--- src/hdl/periodic_task_dispatch_table_unit_defines.svh ---
// Assertion macros shared by the dispatch table unit.
`ifndef PERIODIC_TASK_DISPATCH_TABLE_UNIT_DEFINES_SVH
`define PERIODIC_TASK_DISPATCH_TABLE_UNIT_DEFINES_SVH

// Checks that the consequent holds in the same cycle as the antecedent.
`define PTDT_ASSERT_SAME(label, ante, cons) \
   label: assert property (@(posedge clock) disable iff (reset) (ante) |-> (cons)) \
      else $error("dispatch table check failed");

// Checks that the consequent holds in the cycle after the antecedent.
`define PTDT_ASSERT_NEXT(label, ante, cons) \
   label: assert property (@(posedge clock) disable iff (reset) (ante) |=> (cons)) \
      else $error("dispatch table check failed");

`endif

--- src/hdl/ptdt_pkg.sv ---
// Package with the types and constants of the dispatch table unit.
package ptdt_pkg;

   localparam int NUM_ENTRIES  = 32;
   localparam int IDX_W        = (NUM_ENTRIES > 1) ? $clog2(NUM_ENTRIES) : 1;
   localparam int MAX_DISPATCH = 32;
   localparam int DISP_W       = $clog2(MAX_DISPATCH + 1);

   localparam int REQ_TDATA_W = 48;
   localparam int RSP_TDATA_W = 16;

   localparam logic [15:0] INHIBIT_BIT = 16'h8000;

   localparam logic CMD_TICK = 1'b0;
   localparam logic CMD_LOAD = 1'b1;

   // Laid out so that the lowest field sits in the lowest bits.
   typedef struct packed {
      logic signed [15:0] initial_count;
      logic [7:0]         case_number;
      logic [15:0]        period_word;
      logic [4:0]         entry_index;
   } req_item_type;

   typedef struct packed {
      logic [7:0]  case_number;
      logic [15:0] period_word;
      logic [15:0] count;
   } entry_type;

   localparam int ENTRY_W = $bits(entry_type);

   typedef struct packed {
      logic [7:0] dispatch_case;
      logic [4:0] dispatch_entry;
      logic       dispatched;
      logic       last;
   } rsp_item_type;

   typedef enum logic [1:0] {
      ST_IDLE,
      ST_EVAL,
      ST_CLOSE
   } state_type;

endpackage

--- src/hdl/periodic_task_dispatch_table_unit.sv ---
// Periodic task dispatch table: a 32-entry rate scheduler in one table memory.
//
// A load item (tuser high) writes one table entry and gives no result; the
// next item can follow in the next cycle. A tick item (tuser low) walks the
// table from entry 0 upward, one entry per cycle while the result side keeps
// up, and stops early at an entry whose count runs out with a zero period.
// Each entry goes through a read-modify-write of the table RAM, and the next
// entry is read while the current one is written back. The tick ends with a
// closing item marked by tlast. The table is empty after reset without a
// clearing pass: per-entry valid flags make unwritten entries read as zero.
`include "periodic_task_dispatch_table_unit_defines.svh"

module periodic_task_dispatch_table_unit (
   input  logic                                clock,
   input  logic                                reset,
   input  logic                                req_tvalid,
   output logic                                req_tready,
   // entry_index [4:0], period_word [20:5], case_number [28:21],
   // initial_count [44:29], zero [47:45]
   input  logic [ptdt_pkg::REQ_TDATA_W-1:0]    req_tdata,
   // cmd [0]
   input  logic                                req_tuser,
   output logic                                rsp_tvalid,
   input  logic                                rsp_tready,
   // dispatch_case [7:0], dispatch_entry [12:8], zero [15:13]
   output logic [ptdt_pkg::RSP_TDATA_W-1:0]    rsp_tdata,
   // dispatched [0]
   output logic                                rsp_tuser,
   output logic                                rsp_tlast
);
   import ptdt_pkg::*;

   req_item_type req_item;
   rsp_item_type res_item, out_item;
   logic         res_valid, out_ready;

   assign req_item = req_tdata[$bits(req_item_type)-1:0];

   ptdt_ctrl u_ctrl (
      .clock     (clock),
      .reset     (reset),
      .req_valid (req_tvalid),
      .req_cmd   (req_tuser),
      .req_item  (req_item),
      .req_ready (req_tready),
      .out_ready (out_ready),
      .res_valid (res_valid),
      .res_item  (res_item)
   );

   ptdt_out u_out (
      .clock     (clock),
      .reset     (reset),
      .in_valid  (res_valid),
      .in_item   (res_item),
      .in_ready  (out_ready),
      .out_valid (rsp_tvalid),
      .out_item  (out_item),
      .out_ready (rsp_tready)
   );

   assign rsp_tdata = {3'b000, out_item.dispatch_entry, out_item.dispatch_case};
   assign rsp_tuser = out_item.dispatched;
   assign rsp_tlast = out_item.last;

   // No result comes from the sequencer while it is free to take a new item.
   `PTDT_ASSERT_SAME(a_idle_no_result, req_tready, !res_valid)
   // A tick holds off the input for at least the cycle after it is taken.
   `PTDT_ASSERT_NEXT(a_tick_busy, req_tvalid && req_tready && (req_tuser == CMD_TICK), !req_tready)
   // The closing item carries no dispatch.
   `PTDT_ASSERT_SAME(a_close_clean, res_valid && res_item.last, !res_item.dispatched)

endmodule

--- src/hdl/ptdt_ram.sv ---
// Generic single-clock RAM with one write port and one registered read port.
module ptdt_ram #(
   parameter int WIDTH = 8,
   parameter int DEPTH = 16,
   parameter int AW    = (DEPTH > 1) ? $clog2(DEPTH) : 1
) (
   input  logic             clock,
   input  logic             wr_en,
   input  logic [AW-1:0]    wr_addr,
   input  logic [WIDTH-1:0] wr_data,
   input  logic             rd_en,
   input  logic [AW-1:0]    rd_addr,
   output logic [WIDTH-1:0] rd_data
);

   logic [WIDTH-1:0] mem_ff [DEPTH];
   logic [WIDTH-1:0] rd_data_ff;

   always_ff @(posedge clock) begin
      if (wr_en) begin
         mem_ff[wr_addr] <= wr_data;
      end
      if (rd_en) begin
         rd_data_ff <= mem_ff[rd_addr];
      end
   end

   assign rd_data = rd_data_ff;

endmodule

--- src/hdl/ptdt_ctrl.sv ---
// Scan sequencer: loads entries and walks the table once per tick.
module ptdt_ctrl (
   input  logic                      clock,
   input  logic                      reset,
   input  logic                      req_valid,
   input  logic                      req_cmd,
   input  ptdt_pkg::req_item_type    req_item,
   output logic                      req_ready,
   input  logic                      out_ready,
   output logic                      res_valid,
   output ptdt_pkg::rsp_item_type    res_item
);
   import ptdt_pkg::*;

   state_type            state_ff, state_in;
   logic [IDX_W-1:0]     idx_ff, idx_in;
   logic [DISP_W-1:0]    disp_cnt_ff, disp_cnt_in;
   logic [NUM_ENTRIES-1:0] valid_ff, valid_in;
   logic                 rd_valid_ff, rd_valid_in;

   logic                 wr_en, rd_en;
   logic [IDX_W-1:0]     wr_addr, rd_addr;
   entry_type            wr_data;
   logic [ENTRY_W-1:0]   rd_raw;

   entry_type            ent;
   logic [15:0]          cnt_dec, new_cnt;
   logic                 cnt_pos, zero_stop, fire, emit;

   ptdt_ram #(
      .WIDTH (ENTRY_W),
      .DEPTH (NUM_ENTRIES)
   ) u_table (
      .clock   (clock),
      .wr_en   (wr_en),
      .wr_addr (wr_addr),
      .wr_data (wr_data),
      .rd_en   (rd_en),
      .rd_addr (rd_addr),
      .rd_data (rd_raw)
   );

   // An entry never written since reset reads as all zero.
   assign ent       = rd_valid_ff ? entry_type'(rd_raw) : '0;
   assign cnt_dec   = ent.count - 16'd1;
   assign cnt_pos   = (cnt_dec != 16'd0) && ((cnt_dec & INHIBIT_BIT) == 16'd0);
   assign zero_stop = !cnt_pos && (ent.period_word == 16'd0);
   assign fire      = !cnt_pos && (ent.period_word != 16'd0)
                      && ((ent.period_word & INHIBIT_BIT) == 16'd0);
   assign emit      = fire && (disp_cnt_ff < DISP_W'(MAX_DISPATCH));

   always_comb begin
      if (cnt_pos) begin
         new_cnt = cnt_dec;
      end else if (zero_stop) begin
         new_cnt = 16'd1;
      end else if ((ent.period_word & INHIBIT_BIT) != 16'd0) begin
         new_cnt = ent.period_word & ~INHIBIT_BIT;
      end else begin
         new_cnt = ent.period_word;
      end
   end

   always_ff @(posedge clock) begin
      if (reset) begin
         state_ff    <= ST_IDLE;
         idx_ff      <= '0;
         disp_cnt_ff <= '0;
         valid_ff    <= '0;
         rd_valid_ff <= 1'b0;
      end else begin
         state_ff    <= state_in;
         idx_ff      <= idx_in;
         disp_cnt_ff <= disp_cnt_in;
         valid_ff    <= valid_in;
         rd_valid_ff <= rd_valid_in;
      end
   end

   always_comb begin
      state_in    = state_ff;
      idx_in      = idx_ff;
      disp_cnt_in = disp_cnt_ff;
      valid_in    = valid_ff;
      rd_valid_in = rd_valid_ff;
      req_ready   = 1'b0;
      wr_en       = 1'b0;
      wr_addr     = idx_ff;
      wr_data     = '0;
      rd_en       = 1'b0;
      rd_addr     = idx_ff;
      res_valid   = 1'b0;
      res_item    = '0;

      case (state_ff)
         ST_IDLE: begin
            req_ready = 1'b1;
            if (req_valid) begin
               if (req_cmd == CMD_LOAD) begin
                  if (int'(req_item.entry_index) < NUM_ENTRIES) begin
                     wr_en               = 1'b1;
                     wr_addr             = IDX_W'(req_item.entry_index);
                     wr_data.count       = req_item.initial_count;
                     wr_data.period_word = req_item.period_word;
                     wr_data.case_number = req_item.case_number;
                     valid_in[wr_addr]   = 1'b1;
                  end
               end else begin
                  rd_en       = 1'b1;
                  rd_addr     = '0;
                  rd_valid_in = valid_ff[0];
                  idx_in      = '0;
                  disp_cnt_in = '0;
                  state_in    = ST_EVAL;
               end
            end
         end

         ST_EVAL: begin
            // A dispatch waits here until the output stage can take it.
            if (!emit || out_ready) begin
               wr_en               = 1'b1;
               wr_addr             = idx_ff;
               wr_data.count       = new_cnt;
               wr_data.period_word = ent.period_word;
               wr_data.case_number = ent.case_number;
               valid_in[idx_ff]    = 1'b1;
               if (emit) begin
                  res_valid               = 1'b1;
                  res_item.dispatch_case  = ent.case_number;
                  res_item.dispatch_entry = 5'(idx_ff);
                  res_item.dispatched     = 1'b1;
                  disp_cnt_in             = disp_cnt_ff + DISP_W'(1);
               end
               if (zero_stop || (idx_ff == IDX_W'(NUM_ENTRIES - 1))) begin
                  state_in = ST_CLOSE;
               end else begin
                  rd_en       = 1'b1;
                  rd_addr     = idx_ff + IDX_W'(1);
                  rd_valid_in = valid_ff[rd_addr];
                  idx_in      = rd_addr;
               end
            end
         end

         ST_CLOSE: begin
            res_valid     = 1'b1;
            res_item.last = 1'b1;
            if (out_ready) begin
               state_in = ST_IDLE;
            end
         end

         default: begin
            state_in = ST_IDLE;
         end
      endcase
   end

endmodule

--- src/hdl/ptdt_out.sv ---
// Output register that holds one result item until the consumer takes it.
module ptdt_out (
   input  logic                   clock,
   input  logic                   reset,
   input  logic                   in_valid,
   input  ptdt_pkg::rsp_item_type in_item,
   output logic                   in_ready,
   output logic                   out_valid,
   output ptdt_pkg::rsp_item_type out_item,
   input  logic                   out_ready
);
   import ptdt_pkg::*;

   rsp_item_type item_ff;
   logic         valid_ff, valid_in;

   assign in_ready = !valid_ff || out_ready;

   always_comb begin
      valid_in = valid_ff;
      if (in_valid && in_ready) begin
         valid_in = 1'b1;
      end else if (out_ready) begin
         valid_in = 1'b0;
      end
   end

   always_ff @(posedge clock) begin
      if (reset) begin
         valid_ff <= 1'b0;
      end else begin
         valid_ff <= valid_in;
      end
   end

   always_ff @(posedge clock) begin
      if (in_valid && in_ready) begin
         item_ff <= in_item;
      end
   end

   assign out_valid = valid_ff;
   assign out_item  = item_ff;

endmodule

--- config.mk ---
export PLATFORM = sky130hd
export DESIGN_NAME = periodic_task_dispatch_table_unit
export DESIGN_NICKNAME = d
export VERILOG_FILES = /design/src/hdl/ptdt_pkg.sv /design/src/hdl/periodic_task_dispatch_table_unit.sv /design/src/hdl/ptdt_ram.sv /design/src/hdl/ptdt_ctrl.sv /design/src/hdl/ptdt_out.sv
export VERILOG_INCLUDE_DIRS = /design/src /design/src/hdl
export SDC_FILE = /design/constraint.sdc
export NUM_CORES = 2
export LEC_CHECK = 0
export BUFFER_PORTS_ARGS = -buffer_cell sky130_fd_sc_hd__clkbuf_2
export CORE_MARGIN = 2
export CORE_UTILIZATION = 29
export CTS_CLUSTER_SIZE = 20
export DETAILED_ROUTE_END_ITERATION = 7
export RECOVER_POWER = 50
export SYNTH_ARGS = -nofsm -noshare
export SYNTH_HDL_FRONTEND = slang
export SYNTH_HIERARCHICAL = 1
export SYNTH_SLANG_ARGS = --single-unit
export TNS_END_PERCENT = 50
--- constraint.sdc ---
create_clock -name clock -period 11.8 [get_ports clock]
set_input_delay 1.77 -clock clock [delete_from_list [all_inputs] [get_ports clock]]
set_output_delay 1.77 -clock clock [all_outputs]
set_load 0.1 [all_outputs]
==> out/qor.txt <==
Clk pwr share -> 39.7%
Mapped Area -> 55,400 um2
Worst-path clk slew -> 0.06 ns
Tmin final -> 8.78 ns
r2r endpoint -> u_ctrl/u_table/mem_ff[25][37]
CTS Hold Buffers Added -> 0
initial antenna violation count -> 7
peak supply drop -> 0.000159 V
type of the worst setup path -> input pin to flop
Post-CTS Setup Inserts -> 0
Hold Path Class -> flop to flop
Die H -> 441 um
maximum clock path buffer count -> 3
outcome -> finished, violations left
Synth async-reset ratio -> 0%
DP HPWL -> 70.8 mm
Hold WS -> 0.472 ns
Initial Util -> 29.1%
# rows -> 160
Seq cells post-synth -> 1,382
routed vias/inst -> 5.02
final WL -> 145 mm
Ys Warns -> 6
fin. max-slew vios -> 270
Synth area leaders -> edfxtp_1 72%, mux2i_1 12%, a22oi_1 2.1%, dfxtp_1 1.7%, a22o_1 1.5%
Netlist cell types -> 69
share of cells above drive strength 1 -> 10.0%
CP arrival -> 9.18 ns
GR Overflow Total -> 0
power per cell area -> 173 nW/um2
I/O Buffers -> 66
DRC -> 0
post-DR wirelength/cell -> 24.2 um
mux share of post-synthesis cell area -> 12.2%
Synth Area in XOR/XNOR -> 0.174%
Layout Skew -> 0.0262 ns
Worst Hold Depth -> 2
Post-Synth Adder-Cell Area -> 0.249%
CP Max Fanout -> 47
Syn Area/Cell -> 16.7 um2
Int Pwr -> 0.00835 W
width of the chip -> 441 um
Net Switching -> 0.00248 W
DR pass1 iterations -> 7
largest net degree at the start of global routing -> 135
Via Count -> 30,133
Synth top area share -> 72.4%
core area -> 190,000 um2
main combinational cell family by area after synthesis -> multiplexers
IO Count -> 73
combinational power share -> 7.7%
Final Hold Fails -> 0
first-pass GRT wire length -> 206 mm
Worst Hold End -> u_ctrl/valid_ff[3]
failing checks -> max-capacitance violations, max-slew violations
Worst-Margin Slew -> 4.21 ns
Antenna Nets Post-Route -> 0
post-synthesis simple-gate area fraction -> 4.44%
Switching Fraction -> 22.9%
clock root buffer -> clkbuf_16
H-Tree Depth -> 4
Syn-to-layout area delta -> 13.4%
Synth Area in Compound Gates -> 6.48%
top cells by count, synth -> 1,335 x edfxtp_1, 646 x mux2i_1, 152 x a22oi_1, 150 x nand2_1, 136 x nand3_1
required time worst endpoint -> 12.20 ns
count of flip-flops with a built-in enable after synthesis -> 1,335
Synth area leader -> edfxtp_1
Final setup viols -> 0
CTS tree -> built
Crit. End Element -> flop
Fill cells -> 17,977
top_reg_cell synth -> edfxtp_1
Setup TNS -> 0 ns
unrepaired setup endpoints after global routing -> no
final period utilization -> 74.4%
ANT cells -> 0
GRT Overall Usage -> 14.5%
max capacitance violation total -> 12
Seq pwr share -> 52.6%
highest clock rate -> 114 MHz
most frequent cell after synthesis -> edfxtp_1
clock sink count -> 1,382
RR Startpoint -> u_ctrl/state_ff[1]
R2R setup slack -> 3.52 ns
hold_sp -> u_ctrl/valid_ff[3]
Skew-Pair Late Insertion Delay -> 0.78 ns
DRT iter0 DRCs -> 3,355
cts bufs inserted -> 145
Slew headroom -> -181%
fin nets -> 3,451
P_leak -> 18.7 nW
gpl congestion -> 0.793
area of the die -> 194,000 um2
R2R depth -> 8
vias in the first global route -> 28,964
Syn Inst Count -> 3,315
startpoint types -> input pin
Resize count post-CTS -> 0
post-synthesis sequential area ratio -> 74.1%
## routing by layer
metal	vias to the layer above	share of wire (%)	GRT usage (%)	routed length, um
li1	13266	-	-	-
met4	0	2.7	4.39	3880
met5	-	0	0	0
met3	225	6.4	2.47	9320
met2	1050	48	23.9	69700
met1	15592	43	19.6	62200
## cells by family (layout without fill, tap and decap cells)
family,Yosys count,in the layout
DFF,1382,1382
muxes,660,660
AOI/OAI and AO/OA,512,512
and+or+nand+nor,494,494
buffers and inverters,244,420
adders and majority gates,11,11
xor gates and xnor gates,11,11
other,1,3
## flip-flops by register name (all words and copies together) (netlist names)
register                flops
u_out/out_valid             1
u_ctrl/state_ff             2
u_ctrl/valid_ff            32
u_ctrl/idx_ff               5
u_ctrl/disp_cnt_ff          6
u_out/out_item             15
u_ctrl/u_table/rd_data     40
u_ctrl/u_table/mem_ff    1280
u_ctrl/rd_valid_ff          1
## final cells by class
cell class              instances  area (um2)  area share, %
multi-input cells            1691       13200           21.1
clock inverters                66         468          0.745
flip-flops and latches       1382       41000           65.4
well taps                    2511        3140           5.00
clock buffers                 187        3960           6.30
inverters                      43         161          0.257
repair buffers                124         795           1.27
## how the worst max path moves through the flow
stage,end,start,slack (ns),cells past startpoint
final,u_ctrl/u_table/mem_ff[25][37],req_tuser,3.02,7
after global routing,u_ctrl/u_table/mem_ff[24][38],req_tuser,2.85,7
after CTS,u_ctrl/u_table/mem_ff[5][19],u_ctrl/u_table/rd_data[1],5.77,11
after detailed placement,u_ctrl/u_table/mem_ff[5][21],req_tuser,5.46,7
after global placement,u_ctrl/u_table/mem_ff[5][21],req_tuser,5.54,7
after floorplan,u_ctrl/u_table/mem_ff[12][0],u_ctrl/rd_valid_ff,6.21,17
## power groups by stage
stage / registers, W / logic (W) / clock network [W]
final: 0.00570 / 0.000835 / 0.00429
after global routing: 0.00570 / 0.000895 / 0.00456
after CTS: 0.00570 / 0.000844 / 0.00438
after detailed placement: 0.00580 / 0.000841 / 0
after global placement: 0.00580 / 0.000826 / 0
after floorplan: 0.00577 / 0.000550 / 0
## cells in the final DEF, fill, tap and decap left out, types with 8 or more instances in the layout
cell | netlist | final
nor2_1 | 60 | 36
dfxtp_1 | 47 | 46
nor2_4 | 0 | 25
ha_1 | 11 | 11
buf_4 | 26 | 50
clkbuf_1 | 82 | 55
nand3_1 | 136 | 137
nand3b_1 | 9 | 9
o21ai_0 | 9 | 10
a31oi_1 | 48 | 47
mux4_2 | 10 | 10
a221o_1 | 14 | 14
clkbuf_16 | 0 | 153
nor3_1 | 51 | 51
and3_1 | 14 | 13
a22oi_1 | 152 | 152
a21oi_1 | 133 | 135
a22o_1 | 96 | 96
mux2i_1 | 646 | 646
clkbuf_2 | 0 | 48
clkinv_1 | 0 | 30
nand2_1 | 150 | 149
nor3b_1 | 8 | 8
edfxtp_1 | 1335 | 1335
o22ai_1 | 33 | 33
a32o_1 | 9 | 9
inv_1 | 43 | 43
clkinv_2 | 0 | 23
## critical path, cell delays in order
cell and delay [ns]:
clkbuf_1 0.24, and3_2 0.23, clkbuf_1 2.56, o21ai_0 0.70, nand3b_1 0.87, nor2_1 2.04, buf_4 0.73
## through the flow
stage / cells / setup slack (ns) / instance area, um2 / total power (W) / util, %
after floorplan: 3317 / 6.21 / 55400 / 0.00632 / -
after global placement: 5751 / 5.54 / 58500 / 0.00662 / 30.8
after detailed placement: 5751 / 5.46 / 58500 / 0.00664 / 30.8
after CTS: 6004 / 5.77 / 62900 / 0.0109 / 33.1
after global routing: 6004 / 2.85 / 62800 / 0.0112 / 33.0
final: 6004 / 3.02 / 62800 / 0.0108 / 33.0
(Power assumes the default switching activity.)
